===== src/hw/rtl/icy_pkg.sv =====
// Shared constants, types and the title key table for the ICY metadata deframer.
`timescale 1ns / 1ps

package icy_pkg;

   // Field widths
   localparam int INTERVAL_W = 31;
   localparam int POS_W      = 12;
   localparam int KEY_LEN    = 13;
   localparam int KEY_IDX_W  = $clog2(KEY_LEN + 1);

   // Queue between the framer and the parser
   localparam int QUEUE_DEPTH = 4;
   localparam int QUEUE_PTR_W = $clog2(QUEUE_DEPTH);
   localparam int QUEUE_CNT_W = $clog2(QUEUE_DEPTH + 1);

   // Byte class codes
   localparam logic [1:0] CLASS_AUDIO  = 2'd0;
   localparam logic [1:0] CLASS_LENGTH = 2'd1;
   localparam logic [1:0] CLASS_META   = 2'd2;

   // Characters the matchers look for
   localparam logic [7:0] CHAR_QUOTE = 8'h27;
   localparam logic [7:0] CHAR_SEMI  = 8'h3B;
   localparam logic [7:0] CHAR_SPACE = 8'h20;
   localparam logic [7:0] CHAR_DASH  = 8'h2D;

   // "StreamTitle='"
   localparam logic [7:0] TITLE_KEY [KEY_LEN] = '{
      8'h53, 8'h74, 8'h72, 8'h65, 8'h61, 8'h6D, 8'h54,
      8'h69, 8'h74, 8'h6C, 8'h65, 8'h3D, 8'h27
   };

   // Framing phase
   typedef enum logic [2:0] {
      PHASE_AUDIO  = 3'b001,
      PHASE_LENGTH = 3'b010,
      PHASE_META   = 3'b100
   } phase_type;

   // StreamTitle value search
   typedef enum logic [2:0] {
      VS_KEY   = 3'b001,
      VS_VALUE = 3'b010,
      VS_DONE  = 3'b100
   } value_state_type;

   // One classified byte on its way to the parser
   typedef struct packed {
      logic [1:0]       byte_class;
      logic [7:0]       byte_value;
      logic [POS_W-1:0] position;
      logic             last;
   } icy_entry_type;

endpackage


===== src/hw/rtl/icy_req_if.sv =====
// Input channel: body bytes and restart commands.
`timescale 1ns / 1ps

interface icy_req_if;
   logic       valid;
   logic       ready;
   logic       kind;
   logic [7:0] data_byte;

   modport source (output valid, kind, data_byte, input ready);
   modport sink   (input valid, kind, data_byte, output ready);
endinterface


===== src/hw/rtl/icy_rsp_if.sv =====
// Result channel: classified bytes and block-end title report.
`timescale 1ns / 1ps

interface icy_rsp_if;
   logic        valid;
   logic        ready;
   logic [1:0]  byte_class;
   logic [7:0]  byte_value;
   logic        block_end;
   logic        title_found;
   logic [11:0] title_offset;
   logic [11:0] title_length;
   logic        artist_split_found;
   logic [11:0] split_offset;

   modport source (output valid, byte_class, byte_value, block_end, title_found,
                   title_offset, title_length, artist_split_found, split_offset,
                   input ready);
   modport sink   (input valid, byte_class, byte_value, block_end, title_found,
                   title_offset, title_length, artist_split_found, split_offset,
                   output ready);
endinterface


===== src/hw/rtl/icy_framer.sv =====
// Front end: interval register, audio/length/metadata framing and block position.
`timescale 1ns / 1ps

module icy_framer import icy_pkg::*; (
   input  logic                  clock,
   input  logic                  reset,
   input  logic                  csr_write_enable,
   input  logic [INTERVAL_W-1:0] csr_write_data,
   icy_req_if.sink               req,
   input  logic                  queue_full,
   output logic                  push,
   output icy_entry_type         entry
);

   logic [INTERVAL_W-1:0] interval_ff;
   phase_type             phase_ff, phase_in, phase_eff;
   logic [INTERVAL_W-1:0] audio_left_ff, audio_left_in;
   logic [POS_W-1:0]      meta_left_ff, meta_left_in;
   logic [POS_W-1:0]      position_ff, position_in;
   logic                  accept;

   assign req.ready = !queue_full;
   assign accept    = req.valid && req.ready;

   // An exhausted audio count with framing on turns the next byte into a length byte
   assign phase_eff = (phase_ff == PHASE_AUDIO && interval_ff != '0 && audio_left_ff == '0)
                      ? PHASE_LENGTH : phase_ff;

   // Framing step for one transfer
   always_comb begin
      phase_in          = phase_ff;
      audio_left_in     = audio_left_ff;
      meta_left_in      = meta_left_ff;
      position_in       = position_ff;
      push              = 1'b0;
      entry.byte_class  = CLASS_AUDIO;
      entry.byte_value  = req.data_byte;
      entry.position    = position_ff;
      entry.last        = 1'b0;

      if (accept) begin
         if (req.kind) begin
            phase_in      = PHASE_AUDIO;
            audio_left_in = interval_ff;
            meta_left_in  = '0;
            position_in   = '0;
         end else begin
            push = 1'b1;
            unique case (phase_eff)
               PHASE_AUDIO: begin
                  entry.byte_class = CLASS_AUDIO;
                  if (interval_ff != '0) begin
                     audio_left_in = audio_left_ff - 1'b1;
                     if (audio_left_in == '0) begin
                        phase_in = PHASE_LENGTH;
                     end
                  end
               end
               PHASE_LENGTH: begin
                  entry.byte_class = CLASS_LENGTH;
                  // length counts 16-byte units
                  meta_left_in     = {req.data_byte, 4'h0};
                  position_in      = '0;
                  if (req.data_byte == 8'h00) begin
                     phase_in      = PHASE_AUDIO;
                     audio_left_in = interval_ff;
                  end else begin
                     phase_in = PHASE_META;
                  end
               end
               PHASE_META: begin
                  entry.byte_class = CLASS_META;
                  position_in      = position_ff + 1'b1;
                  meta_left_in     = meta_left_ff - 1'b1;
                  if (meta_left_in == '0) begin
                     entry.last    = 1'b1;
                     phase_in      = PHASE_AUDIO;
                     audio_left_in = interval_ff;
                  end
               end
               default: begin
                  phase_in = PHASE_AUDIO;
               end
            endcase
         end
      end
   end

   // Registers
   always_ff @(posedge clock) begin
      if (reset) begin
         interval_ff   <= '0;
         phase_ff      <= PHASE_AUDIO;
         audio_left_ff <= '0;
         meta_left_ff  <= '0;
         position_ff   <= '0;
      end else begin
         if (csr_write_enable) begin
            interval_ff <= csr_write_data;
         end
         phase_ff      <= phase_in;
         audio_left_ff <= audio_left_in;
         meta_left_ff  <= meta_left_in;
         position_ff   <= position_in;
      end
   end

endmodule


===== src/hw/rtl/icy_queue.sv =====
// Short queue of classified bytes between the framer and the parser.
`timescale 1ns / 1ps

module icy_queue import icy_pkg::*; (
   input  logic          clock,
   input  logic          reset,
   input  logic          push,
   input  icy_entry_type push_entry,
   output logic          full,
   input  logic          pop,
   output logic          empty,
   output icy_entry_type pop_entry
);

   icy_entry_type          slots_ff [QUEUE_DEPTH];
   logic [QUEUE_PTR_W-1:0] wr_ptr_ff, wr_ptr_in;
   logic [QUEUE_PTR_W-1:0] rd_ptr_ff, rd_ptr_in;
   logic [QUEUE_CNT_W-1:0] count_ff, count_in;

   assign full      = (count_ff == QUEUE_CNT_W'(QUEUE_DEPTH));
   assign empty     = (count_ff == '0);
   assign pop_entry = slots_ff[rd_ptr_ff];

   // Pointer and fill bookkeeping
   always_comb begin
      wr_ptr_in = wr_ptr_ff;
      rd_ptr_in = rd_ptr_ff;
      count_in  = count_ff;
      if (push) begin
         wr_ptr_in = (wr_ptr_ff == QUEUE_PTR_W'(QUEUE_DEPTH - 1)) ? '0 : wr_ptr_ff + 1'b1;
      end
      if (pop) begin
         rd_ptr_in = (rd_ptr_ff == QUEUE_PTR_W'(QUEUE_DEPTH - 1)) ? '0 : rd_ptr_ff + 1'b1;
      end
      if (push && !pop) begin
         count_in = count_ff + 1'b1;
      end else if (pop && !push) begin
         count_in = count_ff - 1'b1;
      end
   end

   always_ff @(posedge clock) begin
      if (reset) begin
         wr_ptr_ff <= '0;
         rd_ptr_ff <= '0;
         count_ff  <= '0;
      end else begin
         wr_ptr_ff <= wr_ptr_in;
         rd_ptr_ff <= rd_ptr_in;
         count_ff  <= count_in;
      end
   end

   // Slot storage, no reset
   always_ff @(posedge clock) begin
      if (push) begin
         slots_ff[wr_ptr_ff] <= push_entry;
      end
   end

   // The framer must hold off when full, the parser when empty
   assert property (@(posedge clock) disable iff (reset) push |-> !full)
      else $error("queue written while full");
   assert property (@(posedge clock) disable iff (reset) pop |-> !empty)
      else $error("queue read while empty");

endmodule


===== src/hw/rtl/icy_parser.sv =====
// Back end: StreamTitle and separator matchers, block-end report, output register.
`timescale 1ns / 1ps

module icy_parser import icy_pkg::*; (
   input  logic          clock,
   input  logic          reset,
   input  logic          empty,
   input  icy_entry_type entry,
   output logic          pop,
   icy_rsp_if.source     rsp
);

   // Matcher state
   logic [KEY_IDX_W-1:0] key_idx_ff, key_idx_in;
   value_state_type      vstate_ff, vstate_in;
   logic                 quote_ff, quote_in;
   logic [POS_W-1:0]     vstart_ff, vstart_in;
   logic [POS_W-1:0]     vend_ff, vend_in;
   logic [1:0]           sep_idx_ff, sep_idx_in;
   logic                 sep_seen_ff, sep_seen_in;
   logic [POS_W-1:0]     sep_pos_ff, sep_pos_in;

   // Output register
   logic                 rsp_valid_ff;
   logic [1:0]           class_ff;
   logic [7:0]           value_ff;
   logic                 block_end_ff, block_end_in;
   logic                 title_found_ff, title_found_in;
   logic [POS_W-1:0]     title_offset_ff, title_offset_in;
   logic [POS_W-1:0]     title_length_ff, title_length_in;
   logic                 split_found_ff, split_found_in;
   logic [POS_W-1:0]     split_offset_ff, split_offset_in;

   logic                 take;
   logic [KEY_IDX_W-1:0] key_cur, key_next;
   logic [7:0]           b;

   assign b    = entry.byte_value;
   assign take = !empty && (!rsp_valid_ff || rsp.ready);
   assign pop  = take;

   // Key match step, restarting on the first key character
   assign key_cur  = (key_idx_ff >= KEY_IDX_W'(KEY_LEN)) ? '0 : key_idx_ff;
   assign key_next = (b == TITLE_KEY[key_cur]) ? key_cur + 1'b1 :
                     (b == TITLE_KEY[0])       ? KEY_IDX_W'(1) : '0;

   // Matcher update and block-end report
   always_comb begin
      key_idx_in      = key_idx_ff;
      vstate_in       = vstate_ff;
      quote_in        = quote_ff;
      vstart_in       = vstart_ff;
      vend_in         = vend_ff;
      sep_idx_in      = sep_idx_ff;
      sep_seen_in     = sep_seen_ff;
      sep_pos_in      = sep_pos_ff;
      block_end_in    = 1'b0;
      title_found_in  = 1'b0;
      title_offset_in = '0;
      title_length_in = '0;
      split_found_in  = 1'b0;
      split_offset_in = '0;

      if (take && entry.byte_class == CLASS_META) begin
         unique case (vstate_ff)
            VS_KEY: begin
               if (key_next == KEY_IDX_W'(KEY_LEN)) begin
                  key_idx_in  = '0;
                  vstate_in   = VS_VALUE;
                  vstart_in   = entry.position + 1'b1;
                  quote_in    = 1'b0;
                  sep_idx_in  = '0;
                  sep_seen_in = 1'b0;
               end else begin
                  key_idx_in = key_next;
               end
            end
            VS_VALUE: begin
               if (quote_ff && b == CHAR_SEMI) begin
                  // closing quote-semicolon ends the value
                  vend_in   = entry.position - 1'b1;
                  vstate_in = VS_DONE;
                  quote_in  = 1'b0;
               end else begin
                  quote_in = (b == CHAR_QUOTE);
                  if (!sep_seen_ff) begin
                     unique case (sep_idx_ff)
                        2'd0: sep_idx_in = (b == CHAR_SPACE) ? 2'd1 : 2'd0;
                        2'd1: sep_idx_in = (b == CHAR_DASH)  ? 2'd2 :
                                           (b == CHAR_SPACE) ? 2'd1 : 2'd0;
                        default: begin
                           if (b == CHAR_SPACE) begin
                              sep_seen_in = 1'b1;
                              sep_pos_in  = entry.position - POS_W'(2) - vstart_ff;
                           end
                           sep_idx_in = 2'd0;
                        end
                     endcase
                  end
               end
            end
            default: ;
         endcase

         if (entry.last) begin
            block_end_in = 1'b1;
            if (vstate_in == VS_DONE) begin
               title_found_in  = 1'b1;
               title_offset_in = vstart_in;
               title_length_in = vend_in - vstart_in;
               if (sep_seen_in) begin
                  split_found_in  = 1'b1;
                  split_offset_in = sep_pos_in;
               end
            end
         end
      end

      // A length byte or the end of a block starts the matchers afresh
      if (take && (entry.byte_class == CLASS_LENGTH ||
                   (entry.byte_class == CLASS_META && entry.last))) begin
         key_idx_in  = '0;
         vstate_in   = VS_KEY;
         quote_in    = 1'b0;
         vstart_in   = '0;
         vend_in     = '0;
         sep_idx_in  = '0;
         sep_seen_in = 1'b0;
         sep_pos_in  = '0;
      end
   end

   // Control registers
   always_ff @(posedge clock) begin
      if (reset) begin
         key_idx_ff   <= '0;
         vstate_ff    <= VS_KEY;
         quote_ff     <= 1'b0;
         vstart_ff    <= '0;
         vend_ff      <= '0;
         sep_idx_ff   <= '0;
         sep_seen_ff  <= 1'b0;
         sep_pos_ff   <= '0;
         rsp_valid_ff <= 1'b0;
      end else begin
         key_idx_ff  <= key_idx_in;
         vstate_ff   <= vstate_in;
         quote_ff    <= quote_in;
         vstart_ff   <= vstart_in;
         vend_ff     <= vend_in;
         sep_idx_ff  <= sep_idx_in;
         sep_seen_ff <= sep_seen_in;
         sep_pos_ff  <= sep_pos_in;
         if (take) begin
            rsp_valid_ff <= 1'b1;
         end else if (rsp.ready) begin
            rsp_valid_ff <= 1'b0;
         end
      end
   end

   // Result payload, loaded on each new transfer
   always_ff @(posedge clock) begin
      if (take) begin
         class_ff        <= entry.byte_class;
         value_ff        <= b;
         block_end_ff    <= block_end_in;
         title_found_ff  <= title_found_in;
         title_offset_ff <= title_offset_in;
         title_length_ff <= title_length_in;
         split_found_ff  <= split_found_in;
         split_offset_ff <= split_offset_in;
      end
   end

   assign rsp.valid              = rsp_valid_ff;
   assign rsp.byte_class         = class_ff;
   assign rsp.byte_value         = value_ff;
   assign rsp.block_end          = block_end_ff;
   assign rsp.title_found        = title_found_ff;
   assign rsp.title_offset       = title_offset_ff;
   assign rsp.title_length       = title_length_ff;
   assign rsp.artist_split_found = split_found_ff;
   assign rsp.split_offset       = split_offset_ff;

   // Report fields only ever appear on the last metadata byte
   assert property (@(posedge clock) disable iff (reset)
                    rsp_valid_ff && block_end_ff |-> class_ff == CLASS_META)
      else $error("block end on a non-metadata byte");
   assert property (@(posedge clock) disable iff (reset)
                    rsp_valid_ff && title_found_ff |-> block_end_ff)
      else $error("title reported away from block end");
   assert property (@(posedge clock) disable iff (reset)
                    rsp_valid_ff && split_found_ff |-> title_found_ff)
      else $error("separator reported without a title");

endmodule


===== src/hw/rtl/icy_metadata_deframer.sv =====
// Top level of the ICY metadata deframer: framer, queue and parser.
`timescale 1ns / 1ps
//
// The req channel takes one body byte per transfer (kind = 0) or a restart
// command (kind = 1). Each body byte comes out on the rsp channel with its
// class (audio, metadata length or metadata); a restart gives no result.
// On the last byte of a nonempty metadata block the result also carries the
// offset and length of the first StreamTitle value and the offset of the
// first " - " inside it. The interval register must be written through csr_*
// only while the block is idle; the block itself does not enforce this.
// A byte accepted on req is written into the queue and from there into the
// output register. Throughput: one byte per cycle while the receiver keeps
// rsp.ready high, set by the counter update in the framer and the matcher
// update in the parser.
// Reset clears the interval to zero (every byte audio), the framing
// counters, the matchers, the queue and the valid flag of the output register.
// When the receiver stalls, the output register holds its result and the
// four-entry queue fills; req.ready drops once the queue is full.
//
module icy_metadata_deframer import icy_pkg::*; (
   input  logic                  clock,
   input  logic                  reset,
   input  logic                  csr_write_enable,
   input  logic [INTERVAL_W-1:0] csr_write_data,
   icy_req_if.sink               req,
   icy_rsp_if.source             rsp
);

   logic          push;
   logic          pop;
   logic          queue_full;
   logic          queue_empty;
   icy_entry_type push_entry;
   icy_entry_type pop_entry;

   // Front: classification and framing
   icy_framer u_framer (
      .clock            (clock),
      .reset            (reset),
      .csr_write_enable (csr_write_enable),
      .csr_write_data   (csr_write_data),
      .req              (req),
      .queue_full       (queue_full),
      .push             (push),
      .entry            (push_entry)
   );

   // Decoupling queue
   icy_queue u_queue (
      .clock      (clock),
      .reset      (reset),
      .push       (push),
      .push_entry (push_entry),
      .full       (queue_full),
      .pop        (pop),
      .empty      (queue_empty),
      .pop_entry  (pop_entry)
   );

   // Back: title parsing and result output
   icy_parser u_parser (
      .clock (clock),
      .reset (reset),
      .empty (queue_empty),
      .entry (pop_entry),
      .pop   (pop),
      .rsp   (rsp)
   );

endmodule


===== src/flat_wrapper.sv =====
// flat-port wrapper written by rule: the top's interface ports become plain ports
module icy_metadata_deframer_flat import icy_pkg::*;
  (clock, reset, csr_write_enable, csr_write_data, req_valid, req_kind, req_data_byte, req_ready, rsp_valid, rsp_byte_class, rsp_byte_value, rsp_block_end, rsp_title_found, rsp_title_offset, rsp_title_length, rsp_artist_split_found, rsp_split_offset, rsp_ready);
  icy_req_if req_i ();
  icy_rsp_if rsp_i ();
  input  logic clock;
  input  logic reset;
  input  logic csr_write_enable;
  input  logic [INTERVAL_W-1:0] csr_write_data;
  input wire logic [$bits(req_i.valid)-1:0] req_valid;
  input wire logic [$bits(req_i.kind)-1:0] req_kind;
  input wire logic [$bits(req_i.data_byte)-1:0] req_data_byte;
  output wire logic [$bits(req_i.ready)-1:0] req_ready;
  output wire logic [$bits(rsp_i.valid)-1:0] rsp_valid;
  output wire logic [$bits(rsp_i.byte_class)-1:0] rsp_byte_class;
  output wire logic [$bits(rsp_i.byte_value)-1:0] rsp_byte_value;
  output wire logic [$bits(rsp_i.block_end)-1:0] rsp_block_end;
  output wire logic [$bits(rsp_i.title_found)-1:0] rsp_title_found;
  output wire logic [$bits(rsp_i.title_offset)-1:0] rsp_title_offset;
  output wire logic [$bits(rsp_i.title_length)-1:0] rsp_title_length;
  output wire logic [$bits(rsp_i.artist_split_found)-1:0] rsp_artist_split_found;
  output wire logic [$bits(rsp_i.split_offset)-1:0] rsp_split_offset;
  input wire logic [$bits(rsp_i.ready)-1:0] rsp_ready;
  assign req_i.valid = req_valid;
  assign req_i.kind = req_kind;
  assign req_i.data_byte = req_data_byte;
  assign req_ready = req_i.ready;
  assign rsp_valid = rsp_i.valid;
  assign rsp_byte_class = rsp_i.byte_class;
  assign rsp_byte_value = rsp_i.byte_value;
  assign rsp_block_end = rsp_i.block_end;
  assign rsp_title_found = rsp_i.title_found;
  assign rsp_title_offset = rsp_i.title_offset;
  assign rsp_title_length = rsp_i.title_length;
  assign rsp_artist_split_found = rsp_i.artist_split_found;
  assign rsp_split_offset = rsp_i.split_offset;
  assign rsp_i.ready = rsp_ready;
  icy_metadata_deframer u_core (.clock(clock), .reset(reset), .csr_write_enable(csr_write_enable), .csr_write_data(csr_write_data), .req(req_i), .rsp(rsp_i));
endmodule

===== config.mk =====
export PLATFORM = sky130hd
export DESIGN_NAME = icy_metadata_deframer_flat
export DESIGN_NICKNAME = d
export VERILOG_FILES = /design/src/hw/rtl/icy_pkg.sv /design/src/hw/rtl/icy_req_if.sv /design/src/hw/rtl/icy_rsp_if.sv /design/src/hw/rtl/icy_framer.sv /design/src/hw/rtl/icy_queue.sv /design/src/hw/rtl/icy_parser.sv /design/src/hw/rtl/icy_metadata_deframer.sv /design/src/flat_wrapper.sv
export SDC_FILE = /design/constraint.sdc
export NUM_CORES = 1
export LEC_CHECK = 0
export CAP_MARGIN = 20
export CORE_MARGIN = 4
export CORE_UTILIZATION = 61
export DETAILED_ROUTE_END_ITERATION = 12
export DONT_BUFFER_PORTS = 1
export GPL_TIMING_DRIVEN = 1
export PLACE_DENSITY = 0.77
export SYNTH_ARGS = -nofsm -noshare
export SYNTH_HDL_FRONTEND = slang
export SYNTH_SLANG_ARGS = --single-unit
export TNS_END_PERCENT = 50

===== constraint.sdc =====
create_clock -name clock -period 13.92 [get_ports clock]
set_input_delay 1.392 -clock clock [delete_from_list [all_inputs] [get_ports clock]]
set_output_delay 1.392 -clock clock [all_outputs]
set_load 0.1 [all_outputs]

After elaboration in Yosys (flattened, before gate mapping) --
Memories as Yosys holds them, arrays and structs flattened. A register that Yosys moved wholly into a read port is not among the register bits. Cells that the tools add are included. W data, S select, Z words.
Storage, ports and cells: register bits after elaboration 193, latch bits 0, bits in writable memories 92, bits in read-only memories 128, memories 2
Memories:
- (no name shown) | words 16, bits a word 8, rd ports 1, clocked after memory_dff 0, write ports 0, line icy_parser.sv:44 | assign key_next = (b == TITLE_KEY[key_cur]) ? key_cur + 1'b1 :
- u_core.u_queue.slots_ff | words 4, bits a word 23, rd ports 1, clocked after memory_dff 1, write ports 1, line icy_queue.sv:15 | icy_entry_type slots_ff [QUEUE_DEPTH];
Operators by class: add/sub/neg operators 13, multiply operators 0, divide/modulo/power cells 0, order comparisons 2, equal/unequal tests 27, shift-type cells 0, mux-type cells 76, bitwise operators 1, reduce and logical (&&, ||, !) cells 40
Operators with widths (count):
- $mux W12 | 13
- $mux W31 | 4
- $pmux W31 S3 | 1
- $logic_not A31 Y1 | 2
- $pmux W12 S2 | 2
- $mux W3 | 11
- $eq A8 B6 Y1 const B | 4
- $reduce_bool A31 Y1 | 1
- $sub A31 B1 Y31 const B | 1
- $add A12 B1 Y12 const B | 2
- $sub A12 B1 Y12 const B | 2
- $sub A12 B12 Y12 | 2
- $mux W1 | 23
- $mux W2 | 10
- $mux W8 | 2
- $logic_not A12 Y1 | 1
- $mux W4 | 3
- $ne A3 B3 Y1 const B | 4
- $pmux W2 S2 | 3
- $sub A12 B2 Y12 const B | 1
- $logic_and A1 B1 Y1 | 10
- $reduce_and A5 Y1 | 2
- $eq A3 B1 Y1 const B | 3
- $eq A3 B3 Y1 const B | 3
- other kinds (29) | 49

Logic depth before layout (Yosys ltp) --
depth after elaboration 14, gate-level depth with buffers 24, depth with buffers taken out 21

Hierarchy --
A second synthesis with hierarchy kept.
Second synthesis, totals: cells, all modules 1525, area, all modules 15000.6 µm²
By module, submodules not included:
- icy_parser | times used 1, cells an instance 665, area an instance 5863.1 µm², seq. area each 2432.3 µm²
- icy_framer | times used 1, cells an instance 696, area an instance 5343.9 µm², seq. area each 1781.7 µm²
- icy_queue | times used 1, cells an instance 164, area an instance 3793.6 µm², seq. area each 2942.8 µm²

Worst setup path before layout --
Ideal clock, no wire load.
path kind register to register, start reg u_core.u_parser.key_idx_ff[2], end reg u_core.u_parser.title_length_ff[10], in the netlist u_core.u_parser.rsp.title_length[10], data pin, data arrival time 4977 ps, data required time 13648 ps, slack 8671 ps, cell stages (with the launch flop) 24, clock period less this slack 5249 ps, cells stage by stage dfxtp_1 > clkbuf_1 > clkbuf_1 > nand2_1 > and2_1 > ha_1 > o21bai_1 > mux4_2 > xor2_1 > a221oi_2 > nand4_1 > buf_2 > mux2_2 > ha_1 > inv_1 > fa_1 > a21o_1 > a21oi_1 > o21bai_1 > a21oi_1 > o21bai_1 > a21oi_1 > nand4b_1 > a41oi_1
On the way: longest elaborated chain between the ends 14, elaborated cells on any way between the ends 19, classes of those cells 2 x add/sub; 1 x order compare; 3 x eq/ne; 10 x mux; 1 x bitwise; 1 x reduce/logical; 1 x memory
Ends and longest elaborated chain:
- start: declaration | line icy_parser.sv:14 | logic [KEY_IDX_W-1:0] key_idx_ff, key_idx_in;
- start signal: assignment | line icy_parser.sv:146 | key_idx_ff <= key_idx_in;
- $ge A4 B4 Y1 | line icy_parser.sv:43 | assign key_cur = (key_idx_ff >= KEY_IDX_W'(KEY_LEN)) ? '0 : key_idx_ff;
- $mux W4 (*) | line icy_parser.sv:43
- $not A4 Y5 (implied by the code) | line icy_parser.sv:44
- $mem_v2 Z16 W8
- $mux W8 (implied by the code) (2 in series) | line icy_parser.sv:44
- $eq A8 B8 Y1 | line icy_parser.sv:44
- $mux W4 (*) | line icy_parser.sv:44
- $eq A4 B4 Y1 (*) | line icy_parser.sv:67 | if (key_next == KEY_IDX_W'(KEY_LEN)) begin
- branches (longest 5 deep; another with $sub A12 B12 Y12)
- end signal: assignment | line icy_parser.sv:170 | title_length_ff <= title_length_in;
- end: declaration | line icy_parser.sv:30 | logic [POS_W-1:0] title_length_ff, title_length_in;
Mark *: on every way between the ends. The select of a mux whose other input is x is not followed. A chain may end at the register's enable or synchronous reset.

Worst setup path after layout --
start reg u_core.u_parser.key_idx_ff[2], end reg u_core.u_parser.title_length_ff[11], in the netlist u_core.u_parser.rsp.title_length[11], data pin
The elaborated chain is that of the path after synthesis.

==> results_dict.tcl <==
set metrics [dict create \
    cts_setup_buffers 0 \
    hold_ws_ns 0.4489 \
    slew_violations 0 \
    timing.fmax_ghz 0.1801 \
    drtIter0Drc 834 \
    worstPathMaxFanout 20 \
    yosysTopAreaCell "edfxtp_1" \
    reg2regPathDepth 19 \
    drive_above_1_share_pct 7.630 \
    yosysTopAreaCellShare_pct 28.67 \
    synth.area.top_cells "edfxtp_1 29%, dfxtp_1 20%, a21oi_1 4.2%" \
    fin_crit_ns 5.552 \
    fin_nets 1555 \
    crit_chain "nand2_1 -> and2_1 -> ha_1 -> o21bai_1 -> mux4_2 -> xor2_1 -> a221oi_2 -> nand4_1 -> buf_4 -> mux2i_1 -> ha_1 -> nor2b_1 -> o21ai_0 -> a21boi_0 -> o21ai_0 -> a211oi_1 -> o31ai_1 -> xnor3_1 -> nor2_1" \
    status "complete, no violations" \
    min_path_cells 2 \
    path_buf_inv 1 \
    reg2reg_slack_ns 8.37 \
    fin_skew_ns 0.01598 \
    final_cell_mix "150 x nand2_1, 149 x nor2_1, 146 x dfxtp_1" \
    cts_max_level 1 \
    rows 56 \
    die_h_um 163.6 \
    drc 0 \
    netlist_area_um2 14770 \
    synthFlopType "dfxtp_1" \
    crit_type "reg2reg" \
    port_buffers 0 \
    wl_um 31150 \
    hold_viol 0 \
    cts_tree "built" \
    overflow 0 \
    grt_max_degree 106 \
    dieArea_um2 26760 \
    final.setup.tns_ns 0 \
    synthesis.nets 1589 \
    gp_congestion 0.8971 \
    initial_core_util_pct 62.54 \
    vias_per_cell 6.097 \
    utilization_pct 67.34 \
    yosysWarnings 0 \
    vdd_drop_max_uv 171.8 \
    startpoint_type "register" \
    die_w_um 163.6 \
    core_area_um2 23610 \
    slowest_stage "dfxtp_1" \
    synthCells 1491 \
    tightest_slew_ns 1.019 \
    critPathMaxStageDelay_ns 0.67 \
    wl_per_cell_um 17.31 \
    maxCapViolCount 0 \
    synth.avg_cell_area_um2 9.904 \
    grt_pass1_wl_um 52070 \
    path_clk_slew_ns 0.06 \
    p_total_mw 3.823 \
    grt_pass1_vias 10460 \
    r2r-end "u_core.u_parser.rsp.title_length[11]" \
    worstPathArrival_ns 5.95 \
    p_leak_nw 5.624 \
    holdCritStartpoint "u_core.u_parser.sep_pos_ff[6]" \
    rr_startpoint "u_core.u_parser.key_idx_ff[2]" \
    antenna_found_initial 0 \
    ys_async_sr_fraction_pct 0 \
    endpoint_kind "register" \
    cts_sinks 287 \
    final_common_cell "nand2_1" \
    insertion_delay_ns 0.55 \
    numCtsBuffers 30 \
    holdBufCountCts 0 \
    cts_buffer_depth 3 \
    cts_root_buf "clkbuf_16" \
    via_count 10970 \
    hp-class "reg2reg" \
    ioPinCount 96 \
    rsz0062_at_grt "false" \
    synth_edf_count 141 \
    critPathTopFamily "compound AO/OA/AOI/OAI gates" \
    synth_cell_types 79 \
    antenna_left 0 \
    ys_seq_elements 287 \
    cts_resized 0 \
    diodes 0 \
    relSlewSlack_pct 31.98 \
    final-setup-viol-count 0 \
    yosysSeqAreaShare_pct 48.47 \
    hold-path-endpoint "u_core.u_parser.sep_pos_ff[6]" \
    grtUsageTotal_pct 23.35 \
    syn2layout_area_growth_pct 7.685 \
    dr.pass1.iters 5 \
    p_per_area_nw_per_um2 240.4 \
    fin_crit_sh_pct 39.89 \
    required_ns 14.31 \
    dp_hpwl_um 21180 \
]
## flip-flops by register name (all words and copies together), names as in the netlist, 12 cells and up, named ones only
| signal | flops |
|---|---|
| u_core.u_parser.rsp.title_offset | 12 |
| u_core.u_framer.meta_left_ff | 12 |
| u_core.u_parser.rsp.title_length | 12 |
| u_core.u_queue.slots_ff | 92 |
| u_core.u_parser.vend_ff | 12 |
| u_core.u_framer.position_ff | 12 |
| u_core.u_framer.interval_ff | 31 |
| u_core.u_parser.sep_pos_ff | 12 |
| u_core.u_framer.audio_left_ff | 31 |
| u_core.u_parser.rsp.split_offset | 12 |
| u_core.u_parser.vstart_ff | 12 |
## worst max-delay path by stage
stage	slack, ns	endpoint	cells after the start	start
global route	7.99	u_core.u_parser.rsp.title_length[10]	21	u_core.u_parser.key_idx_ff[2]
global placement	8.56	u_core.u_parser.rsp.title_length[10]	21	u_core.u_parser.key_idx_ff[2]
finish	8.37	u_core.u_parser.rsp.title_length[11]	19	u_core.u_parser.key_idx_ff[2]
CTS	8.40	u_core.u_parser.rsp.title_length[11]	19	u_core.u_parser.key_idx_ff[2]
floorplan	8.67	u_core.u_parser.rsp.title_length[10]	23	u_core.u_parser.key_idx_ff[2]
detailed placement	8.43	u_core.u_parser.rsp.title_length[11]	19	u_core.u_parser.key_idx_ff[2]
## power breakdown
group	total (mW)	switching (mW)	internal, mW	leakage, nW
sequential	1.70	0.636	1.06	2.50
clock	0.761	0.325	0.436	0.468
combinational	1.37	0.849	0.518	2.66
total	3.82	1.81	2.01	5.62
## metal layers
| layer | vias up | share of wire (%) | track usage (%) |
|---|---|---|---|
| met1 | 5278 | 43 | 31.63 |
| met2 | 306 | 49 | 39.21 |
| li1 | 5340 | - | - |
| met4 | 0 | 2.2 | 6.710 |
| met5 | - | 0 | 0 |
| met3 | 50 | 5.2 | 3.684 |
## worst register-to-register path: cells and delay by family, from the launching register on
family	cells	cell delay, ns
fa+ha+maj	2	0.69
xor+xnor	2	0.53
buf+inv	1	0.24
mux	2	0.88
flops	1	0.67
compound gates	7	1.66
simple gates	5	0.73
## cell families (layout without fill, tap and decap cells)
logic type                 after synthesis  after routing  synth area share, %
AOI/OAI and AO/OA                      293            293                12.48
xor gates and xnor gates                66             66                4.008
adders and majority gates               53             53                4.643
buffers and inverters                  147            137                4.008
DFF                                    287            287                48.47
muxes                                   77             77                7.270
and+or+nand+nor                        568            568                19.12
## cells in the mapped netlist (23+ instances only)
library cell and n:
a21oi_1 125, inv_1 61, xnor2_1 49, mux2i_1 51, dfxtp_1 146, nand2_1 150, nand2b_1 30, o21ai_1 33
clkbuf_1 61, nand3_1 23, ha_1 50, edfxtp_1 141, nor2_1 149, mux4_2 24, nor3_1 56, nor4_1 35
## metrics by stage
step / instance area, um^2 / setup slack (ns) / std cells
floorplan: 14770 / 8.671 / 1491
global placement: 14950 / 8.557 / 1744
detailed placement: 14950 / 8.431 / 1744
CTS: 15900 / 8.398 / 1800
global route: 15900 / 7.988 / 1800
finish: 15900 / 8.368 / 1800
## cell type report
type | instances | area, um^2
sequential | 287 | 7157
clock inverter | 12 | 72.57
timing repair buffer | 16 | 120.1
tap | 319 | 399.1
multi-input combinational | 1057 | 7034
inverter | 65 | 244.0
clock buffer | 44 | 874.6
fill | 1827 | 7711
Power figures use the tool's default switching activity.
